[src/hdl/tvc_pkg.sv]
// Shared constants and types of the tolerance value clustering block.
`default_nettype none

package tvc_pkg;

    // Largest number of values in one set, and the ring length.
    localparam int MAX_VALUES = 64;

    localparam int VAL_W  = 31;
    localparam int IDX_W  = (MAX_VALUES > 1) ? $clog2(MAX_VALUES) : 1;
    localparam int CNT_W  = $clog2(MAX_VALUES + 1);
    localparam int SUM_W  = 37;
    localparam int MASK_W = 64;
    localparam int DIV_CW = $clog2(SUM_W + 1);

    // Smallest tolerance that still puts the seed into its own group.
    localparam logic [VAL_W-1:0] TOL_MIN = VAL_W'(2);

    // Control that every cell of the ring sees.
    typedef struct packed {
        logic shift;
        logic clr;
    } t_cell_ctrl;

endpackage

`default_nettype wire

[src/hdl/tvc_cell.sv]
// One cell of the value ring: a stored value and its taken flag.
`default_nettype none

module tvc_cell
    import tvc_pkg::*;
(
    input  wire logic             i_clk,
    input  wire logic             i_rst_n,
    input  wire t_cell_ctrl       i_ctrl,
    input  wire logic             i_wr_en,
    input  wire logic [VAL_W-1:0] i_wr_value,
    input  wire logic [VAL_W-1:0] i_nb_value,
    input  wire logic             i_nb_taken,
    output logic      [VAL_W-1:0] o_value,
    output logic                  o_taken
);

    logic [VAL_W-1:0] r_value;
    logic             r_taken;

    // Loading writes only while the ring stands still.
    always_ff @(posedge i_clk) begin
        if (i_wr_en) begin
            r_value <= i_wr_value;
        end else if (i_ctrl.shift) begin
            r_value <= i_nb_value;
        end
    end

    always_ff @(posedge i_clk) begin
        if (!i_rst_n) begin
            r_taken <= 1'b0;
        end else if (i_ctrl.clr) begin
            r_taken <= 1'b0;
        end else if (i_ctrl.shift) begin
            r_taken <= i_nb_taken;
        end
    end

    assign o_value = r_value;
    assign o_taken = r_taken;

endmodule

`default_nettype wire

[src/hdl/tvc_div.sv]
// Restoring divider, one quotient bit per cycle, for the group average.
`default_nettype none

module tvc_div
    import tvc_pkg::*;
(
    input  wire logic             i_clk,
    input  wire logic             i_rst_n,
    input  wire logic             i_start,
    input  wire logic [SUM_W-1:0] i_dividend,
    input  wire logic [CNT_W-1:0] i_divisor,
    output logic                  o_done,
    output logic      [SUM_W-1:0] o_quot
);

    logic [SUM_W-1:0]  r_dvd;
    logic [SUM_W-1:0]  r_quot;
    logic [CNT_W-1:0]  r_rem;
    logic [CNT_W-1:0]  r_dsr;
    logic [DIV_CW-1:0] r_cnt;
    logic              r_done;
    logic [CNT_W:0]    w_trial;
    logic              w_fit;

    assign w_trial = {r_rem, r_dvd[SUM_W-1]};
    assign w_fit   = w_trial >= {1'b0, r_dsr};

    always_ff @(posedge i_clk) begin
        if (i_start) begin
            r_dvd  <= i_dividend;
            r_dsr  <= i_divisor;
            r_rem  <= '0;
            r_quot <= '0;
        end else if (r_cnt != '0) begin
            r_dvd  <= {r_dvd[SUM_W-2:0], 1'b0};
            r_quot <= {r_quot[SUM_W-2:0], w_fit};
            // The remainder stays below the divisor, so it fits CNT_W bits.
            r_rem  <= w_fit ? CNT_W'(w_trial - {1'b0, r_dsr}) : CNT_W'(w_trial);
        end
    end

    always_ff @(posedge i_clk) begin
        if (!i_rst_n) begin
            r_cnt  <= '0;
            r_done <= 1'b0;
        end else begin
            r_done <= (r_cnt == DIV_CW'(1));
            if (i_start) begin
                r_cnt <= DIV_CW'(SUM_W);
            end else if (r_cnt != '0) begin
                r_cnt <= r_cnt - DIV_CW'(1);
            end
        end
    end

    assign o_done = r_done;
    assign o_quot = r_quot;

endmodule

`default_nettype wire

[src/hdl/tolerance_value_clustering.sv]
// Top level of the tolerance value clustering block: load ring, grouping passes, results.
//
//   channel   | handshake                         | payload
//   ----------+-----------------------------------+--------------------------------------
//   input     | start in, busy out                | i_value, i_last
//   result    | o_result_valid strobe, no stall   | o_average, o_members, o_last_group
//   config    | i_cfg_valid in, o_cfg_ready out   | i_cfg_data (tolerance)
//
// While loading, one beat is taken per cycle; busy stays low until a beat with i_last.
// The last beat starts the grouping. Each group takes one full turn of the value ring,
// a divider launch, the bit-serial divide with its done flag, and the result strobe.
// The first group first passes a start state that picks up the first seed.
// Reset is synchronous and clears the control state; the stored values are not cleared.
// Results appear as one-cycle strobes; the receiver cannot stall them.
`default_nettype none

module tolerance_value_clustering
    import tvc_pkg::*;
(
    input  wire logic              i_clk,
    input  wire logic              i_rst_n,
    input  wire logic              start,
    output logic                   busy,
    input  wire logic [VAL_W-1:0]  i_value,
    input  wire logic              i_last,
    input  wire logic              i_cfg_valid,
    output logic                   o_cfg_ready,
    input  wire logic [VAL_W-1:0]  i_cfg_data,
    output logic                   o_result_valid,
    output logic      [VAL_W-1:0]  o_average,
    output logic      [MASK_W-1:0] o_members,
    output logic                   o_last_group
);

    localparam logic [2:0] S_IDLE  = 3'd0;
    localparam logic [2:0] S_START = 3'd1;
    localparam logic [2:0] S_PASS  = 3'd2;
    localparam logic [2:0] S_DIV   = 3'd3;
    localparam logic [2:0] S_WAIT  = 3'd4;
    localparam logic [2:0] S_OUT   = 3'd5;

    logic [2:0]            r_state, n_state;
    logic [VAL_W-1:0]      r_tol;
    logic [CNT_W-1:0]      r_count, n_count;
    logic [IDX_W-1:0]      r_step, n_step;
    logic [VAL_W-1:0]      r_seed, n_seed;
    logic [VAL_W-1:0]      r_next_seed, n_next_seed;
    logic                  r_found, n_found;
    logic [SUM_W-1:0]      r_sum, n_sum;
    logic [CNT_W-1:0]      r_gcnt, n_gcnt;
    logic [MAX_VALUES-1:0] r_mask, n_mask;
    logic [VAL_W-1:0]      r_avg, n_avg;

    logic                  w_accept;
    t_cell_ctrl            w_ctrl;
    logic [VAL_W-1:0]      w_value [MAX_VALUES];
    logic                  w_taken [MAX_VALUES];
    logic [VAL_W-1:0]      w_tol_eff;
    logic [VAL_W-2:0]      w_half;
    logic [VAL_W:0]        w_hi;
    logic                  w_in_set;
    logic                  w_hit;
    logic                  w_member;
    logic                  w_div_start;
    logic                  w_div_done;
    logic [SUM_W-1:0]      w_quot;

    assign busy        = (r_state != S_IDLE);
    assign w_accept    = start && !busy;
    assign o_cfg_ready = !busy;

    // Tolerance register; below two it acts as two.
    always_ff @(posedge i_clk) begin
        if (!i_rst_n) begin
            r_tol <= TOL_MIN;
        end else if (i_cfg_valid && o_cfg_ready) begin
            r_tol <= i_cfg_data;
        end
    end

    assign w_tol_eff = (r_tol < TOL_MIN) ? TOL_MIN : r_tol;
    assign w_half    = w_tol_eff[VAL_W-1:1];

    // Window test on the value at the head of the ring (cell 0). The window is open on
    // both sides; when the seed is below the half width the lower bound is negative.
    assign w_hi     = {1'b0, r_seed} + {2'b00, w_half};
    assign w_hit    = ({1'b0, w_value[0]} < w_hi) &&
                      ((r_seed < {1'b0, w_half}) ||
                       (w_value[0] > (r_seed - {1'b0, w_half})));
    assign w_in_set = CNT_W'(r_step) < r_count;
    assign w_member = (r_state == S_PASS) && w_in_set && w_hit;

    assign w_ctrl.shift = (r_state == S_PASS);
    assign w_ctrl.clr   = (r_state == S_START);

    // The ring turns toward cell 0; cell 0 feeds the last cell, with its taken flag
    // updated by the current group. After a full turn every value is back in place.
    for (genvar k = 0; k < MAX_VALUES; k++) begin : g_cell
        logic [VAL_W-1:0] w_nb_value;
        logic             w_nb_taken;
        if (k == MAX_VALUES - 1) begin : g_tail
            assign w_nb_value = w_value[0];
            assign w_nb_taken = w_taken[0] | w_member;
        end else begin : g_body
            assign w_nb_value = w_value[k+1];
            assign w_nb_taken = w_taken[k+1];
        end
        tvc_cell u_cell (
            .i_clk      (i_clk),
            .i_rst_n    (i_rst_n),
            .i_ctrl     (w_ctrl),
            .i_wr_en    (w_accept && (r_count == CNT_W'(k))),
            .i_wr_value (i_value),
            .i_nb_value (w_nb_value),
            .i_nb_taken (w_nb_taken),
            .o_value    (w_value[k]),
            .o_taken    (w_taken[k])
        );
    end

    assign w_div_start = (r_state == S_DIV);

    tvc_div u_div (
        .i_clk      (i_clk),
        .i_rst_n    (i_rst_n),
        .i_start    (w_div_start),
        .i_dividend (r_sum),
        .i_divisor  (r_gcnt),
        .o_done     (w_div_done),
        .o_quot     (w_quot)
    );

    always_comb begin
        n_state     = r_state;
        n_count     = r_count;
        n_step      = r_step;
        n_seed      = r_seed;
        n_next_seed = r_next_seed;
        n_found     = r_found;
        n_sum       = r_sum;
        n_gcnt      = r_gcnt;
        n_mask      = r_mask;
        n_avg       = r_avg;
        unique case (r_state)
            S_IDLE: begin
                if (w_accept) begin
                    // Values past the ring length are dropped, but i_last still counts.
                    if (r_count < CNT_W'(MAX_VALUES)) begin
                        n_count = r_count + CNT_W'(1);
                    end
                    if (i_last) begin
                        n_state = S_START;
                    end
                end
            end
            S_START: begin
                n_seed  = w_value[0];
                n_step  = '0;
                n_found = 1'b0;
                n_sum   = '0;
                n_gcnt  = '0;
                n_mask  = '0;
                n_state = S_PASS;
            end
            S_PASS: begin
                n_mask = {w_member, r_mask[MAX_VALUES-1:1]};
                if (w_member) begin
                    n_sum  = r_sum + SUM_W'(w_value[0]);
                    n_gcnt = r_gcnt + CNT_W'(1);
                end
                // The next seed is the first loaded value left untaken by this group and every earlier one.
                if (!r_found && w_in_set && !(w_taken[0] || w_member)) begin
                    n_found     = 1'b1;
                    n_next_seed = w_value[0];
                end
                if (r_step == IDX_W'(MAX_VALUES - 1)) begin
                    n_state = S_DIV;
                end else begin
                    n_step = r_step + IDX_W'(1);
                end
            end
            S_DIV: begin
                n_state = S_WAIT;
            end
            S_WAIT: begin
                if (w_div_done) begin
                    n_avg   = w_quot[VAL_W-1:0];
                    n_state = S_OUT;
                end
            end
            S_OUT: begin
                if (r_found) begin
                    n_seed  = r_next_seed;
                    n_step  = '0;
                    n_found = 1'b0;
                    n_sum   = '0;
                    n_gcnt  = '0;
                    n_mask  = '0;
                    n_state = S_PASS;
                end else begin
                    n_count = '0;
                    n_state = S_IDLE;
                end
            end
            default: begin
                n_state = S_IDLE;
            end
        endcase
    end

    always_ff @(posedge i_clk) begin
        if (!i_rst_n) begin
            r_state <= S_IDLE;
            r_count <= '0;
            r_step  <= '0;
            r_found <= 1'b0;
            r_gcnt  <= '0;
        end else begin
            r_state <= n_state;
            r_count <= n_count;
            r_step  <= n_step;
            r_found <= n_found;
            r_gcnt  <= n_gcnt;
        end
    end

    always_ff @(posedge i_clk) begin
        r_seed      <= n_seed;
        r_next_seed <= n_next_seed;
        r_sum       <= n_sum;
        r_mask      <= n_mask;
        r_avg       <= n_avg;
    end

    assign o_result_valid = (r_state == S_OUT);
    assign o_average      = r_avg;
    assign o_members      = MASK_W'(r_mask);
    assign o_last_group   = !r_found;

    // Every group holds at least its seed.
    a_members_nonzero: assert property (@(posedge i_clk) disable iff (!i_rst_n)
        o_result_valid |-> (o_members != '0))
        else $error("result beat with an empty member mask");

    // Groups are separated by a full ring turn, so strobes never come back to back.
    a_strobe_single: assert property (@(posedge i_clk) disable iff (!i_rst_n)
        o_result_valid |=> !o_result_valid)
        else $error("result strobes in consecutive cycles");

    // The final group returns the block to loading with an empty set.
    a_last_idle: assert property (@(posedge i_clk) disable iff (!i_rst_n)
        (o_result_valid && o_last_group) |=> (!busy && (r_count == '0)))
        else $error("block not idle after the final group");

    // A beat marked last always starts a grouping run.
    a_last_starts: assert property (@(posedge i_clk) disable iff (!i_rst_n)
        (w_accept && i_last) |=> (r_state == S_START))
        else $error("last beat did not start the grouping");

    // The divider is only ever launched with a nonzero member count.
    a_div_nonzero: assert property (@(posedge i_clk) disable iff (!i_rst_n)
        w_div_start |-> (r_gcnt != '0))
        else $error("divider launched with a zero count");

endmodule

`default_nettype wire

[config.mk]
export PLATFORM = sky130hd
export DESIGN_NAME = tolerance_value_clustering
export DESIGN_NICKNAME = d
export VERILOG_FILES = /design/src/hdl/tvc_pkg.sv /design/src/hdl/tvc_cell.sv /design/src/hdl/tvc_div.sv /design/src/hdl/tolerance_value_clustering.sv
export SDC_FILE = /design/constraint.sdc
export NUM_CORES = 2
export LEC_CHECK = 0
export CORE_MARGIN = 2
export CORE_UTILIZATION = 55
export DETAILED_ROUTE_END_ITERATION = 7
export DONT_BUFFER_PORTS = 1
export PLACE_DENSITY = 0.77
export SLEW_MARGIN = 10
export SYNTH_ARGS = -nofsm -noshare
export SYNTH_HDL_FRONTEND = slang
export SYNTH_SLANG_ARGS = --single-unit
[constraint.sdc]
create_clock -name i_clk -period 16.55 [get_ports i_clk]
set_input_delay 1.655 -clock i_clk [delete_from_list [all_inputs] [get_ports i_clk]]
set_output_delay 1.655 -clock i_clk [all_outputs]
set_load 0.1 [all_outputs]
==> flow_summary_export.csv <==
group,metric,value,unit
run_status,outcome,"finished, final reports clean",
timing,slew_viol_final,0,
finish,nets,6939,
cts,cts_root_buf,"clkbuf_16",
placement,place_congestion,0.842,
detailed_routing,drtPass1Iterations,5,
critical_path,critPathKind,"flop to flop",
logic_synthesis,async_reset_ff_share,0,%
logic_synthesis,synth.most_common_cell,"edfxtp_1",
critical_path,critPathTopFamily,"compound AO/OA/AOI/OAI gates",
logic_synthesis,yosysUniqueCellTypes,80,
timing,holdWs,0.424,ns
cts,cts-hold-fix-buffers,0,
min_path,hold_class,"flop to flop",
timing,fin_crit,7.78,ns
logic_synthesis,synth_edf_count,2222,
cts,htreeDepth,4,
critical_path,r2r_end,"r_next_seed[15]",
grt,first_global_vias,56500,
grt,antenna_found_initial,6,
die,die_w,443,um
cts,cts_sinks,2385,
die,design.die.area,196000,um2
timing,max_freq,0.129,GHz
finish,diodes,0,
logic_synthesis,ys_seq_area_share,66.0,%
detailed_routing,drt_first_iter_violations,4659,
placement,hpwl,127,mm
grt,grt_pass1_wl,331,mm
cts,clock_latency,0.87,ns
finish,layout-area-overhead-vs-synth,8.87,%
logic_synthesis,synth_top_cell_by_area,"edfxtp_1",
detailed_routing,routed_wl,213,mm
cts,clock_tree.buffer_depth,3,
detailed_routing,drtAntennaViolNets,0,
die,core-area,192000,um2
flow_run,maxCapViolations,0,
critical_path,crit_required,17.00,ns
logic_synthesis,ys_ff_latch,2385,
cts,numCtsBuffers,225,
logic_synthesis,yosys-top-cells-area,"edfxtp_1 63%, mux2_2 21%, dfxtp_1 3.1%, ha_1 2.1%, nand2_1 2.1%",
grt,grt_max_degree,129,
detailed_routing,drc,0,
timing,period_share,47.0,%
detailed_routing,vias_per_cell,5.91,
critical_path,critPathCapture,"r_next_seed[15]",
cts,post_cts_buffers,0,
logic_synthesis,syn_area,106000,um2
critical_path,worst-path-stages,26,
logic_synthesis,syn_inst,6874,
critical_path,worst_setup_path_start_kind,"flop",
timing,worst_slew_pin_slew,1.21,ns
critical_path,slowest_delay,0.61,ns
critical_path,worstPathArrival,8.23,ns
grt,grt-ovfl-total,0,
critical_path,rr_worst_depth,26,
timing,clock_skew,0.0625,ns
critical_path,end_kind,"flop",
placement,dp_cells,8985,
finish,final_cells,9408,
critical_path,r2r_slack,8.77,ns
detailed_routing,num_vias,55600,
timing,setup_ws,8.77,ns
pwr,p_per_area,119,nW/um2
grt,grtUsageTotal,21.3,%
placement,port_buffers,0,
timing,setup_viol,0,
logic_synthesis,synthTopCellsByCount,"2222 x edfxtp_1, 1979 x mux2_2, 583 x nand2_1",
timing,hold_viol_final,0,
die,pin_count,166,
logic_synthesis,synthFlopType,"edfxtp_1",
logic_synthesis,synth_nets,7127,
timing,tns,0,ns
critical_path,path_max_fanout,31,
placement,place_ws,8.66,ns
die,fp.dieH,443,um
die,rows,161,
timing,rsz0062_at_grt,"false",
cts,cts_tree,"yes",
timing,relSlewSlack,19.3,%
finish,drive_gt1_share,37.0,%
critical_path,crit_start,"r_tol[2]",
cts,cts_resized,0,
cts,clkTransAtPathRegs,0.06,ns
pwr,peakVddDrop,122,uV
detailed_routing,wl_per_cell,22.6,um
die,start_util,55.2,%
critical_path,critPathBufInv,3,
logic_synthesis,synth_area_per_cell,15.4,um2
finish,final_core_util,60.1,%
critical_path,rr_startpoint,"r_tol[2]",
pwr,power.leakage,0.0385,uW
logic_synthesis,synth_top_cell_area_share,63.0,%
critical_path,slowest_stage,"nor4_1",
logic_synthesis,yosysWarnings,0,
## report_power, final
part | internal, uW | switching (uW)
Clock | 2720 | 2250
Sequential | 7120 | 300
Combinational | 504 | 779
## worst min path at each step
stage                                   start  cells after the start                        end  slack, ns
detailed placement           u_div.o_quot[30]                      0              o_average[30]       0.43
global placement             u_div.o_quot[30]                      0              o_average[30]       0.41
global route        g_cell[30].u_cell.o_taken                      2  g_cell[29].u_cell.o_taken       0.45
CTS                 g_cell[30].u_cell.o_taken                      2  g_cell[29].u_cell.o_taken       0.42
floorplan                    u_div.o_quot[30]                      0              o_average[30]       0.41
finish              g_cell[30].u_cell.o_taken                      2  g_cell[29].u_cell.o_taken       0.42
## cells by family after synthesis
group                    Yosys count  synth area share [%]
flip-flops                      2385                  66.0
multiplexers                    1987                  21.1
AND/OR/NAND/NOR                 1048                  4.42
buffers and inverters            666                  2.52
AO/OA/AOI/OAI                    525                  3.05
adder cells (fa/ha/maj)          186                  2.22
XOR/XNOR                          77                 0.636
## through the flow
stage / area (um2) / total power, uW
5_1_grt: 115000 / 14200
2_1_floorplan: 106000 / 8490
6_report: 115000 / 13700
3_5_place_dp: 108000 / 8830
4_1_cts: 115000 / 13800
3_3_place_gp: 108000 / 8770
## area by class of cell
cell class	instances	area, um2
Inverter	107	402
Sequential cell	2385	70000
Clock inverter	141	1160
Timing Repair Buffer	144	1100
Clock buffer	282	5940
Multi-Input combinational cell	3823	33600
Tap cell	2526	3160
Fill cell	13800	76600
## layer usage
layer	track usage [%]	wire [um]	vias to the layer above
li1	-	-	25400
met2	35.2	103000	1469
met3	3.60	11800	295
met4	4.69	3940	0
met1	29.7	93600	28500
met5	0	0	-
## placed cells by master (no fill, tap or decap), drive strengths merged, types with 42 or more instances in the layout
cell type  count
a21oi        210
and2          82
buf          143
clkbuf       283
clkinv       116
dfxtp        163
edfxtp      2222
ha           182
inv          113
mux2        1982
nand2        583
nand3         42
nor2         147
o21ai        120
xnor2         53
## worst register-to-register path, delay by kind of cell, from the launching register on
kind / cells / cell delay, ns
adder cells (fa/ha/maj): 3 / 0.98
buffers and inverters: 3 / 0.71
flip-flops: 1 / 0.42
XOR/XNOR: 1 / 0.20
AO/OA/AOI/OAI: 10 / 2.93
AND/OR/NAND/NOR: 9 / 2.14
## sequential cells by signal, summed over array words and instances, names as in the netlist
signal and cells:
r_state 3, r_gcnt 7, r_step 6, g_cell.u_cell.o_value 1984
u_div.r_cnt 6, u_div.r_dvd 37, r_found 1, o_average 31
o_members 64, r_sum 37, r_count 7, r_next_seed 31
r_seed 31, u_div.o_quot 31, u_div.o_done 1, u_div.r_rem 7
r_tol 30, g_cell.u_cell.o_taken 64, u_div.r_dsr 7
Power figures use the tool's default switching activity.
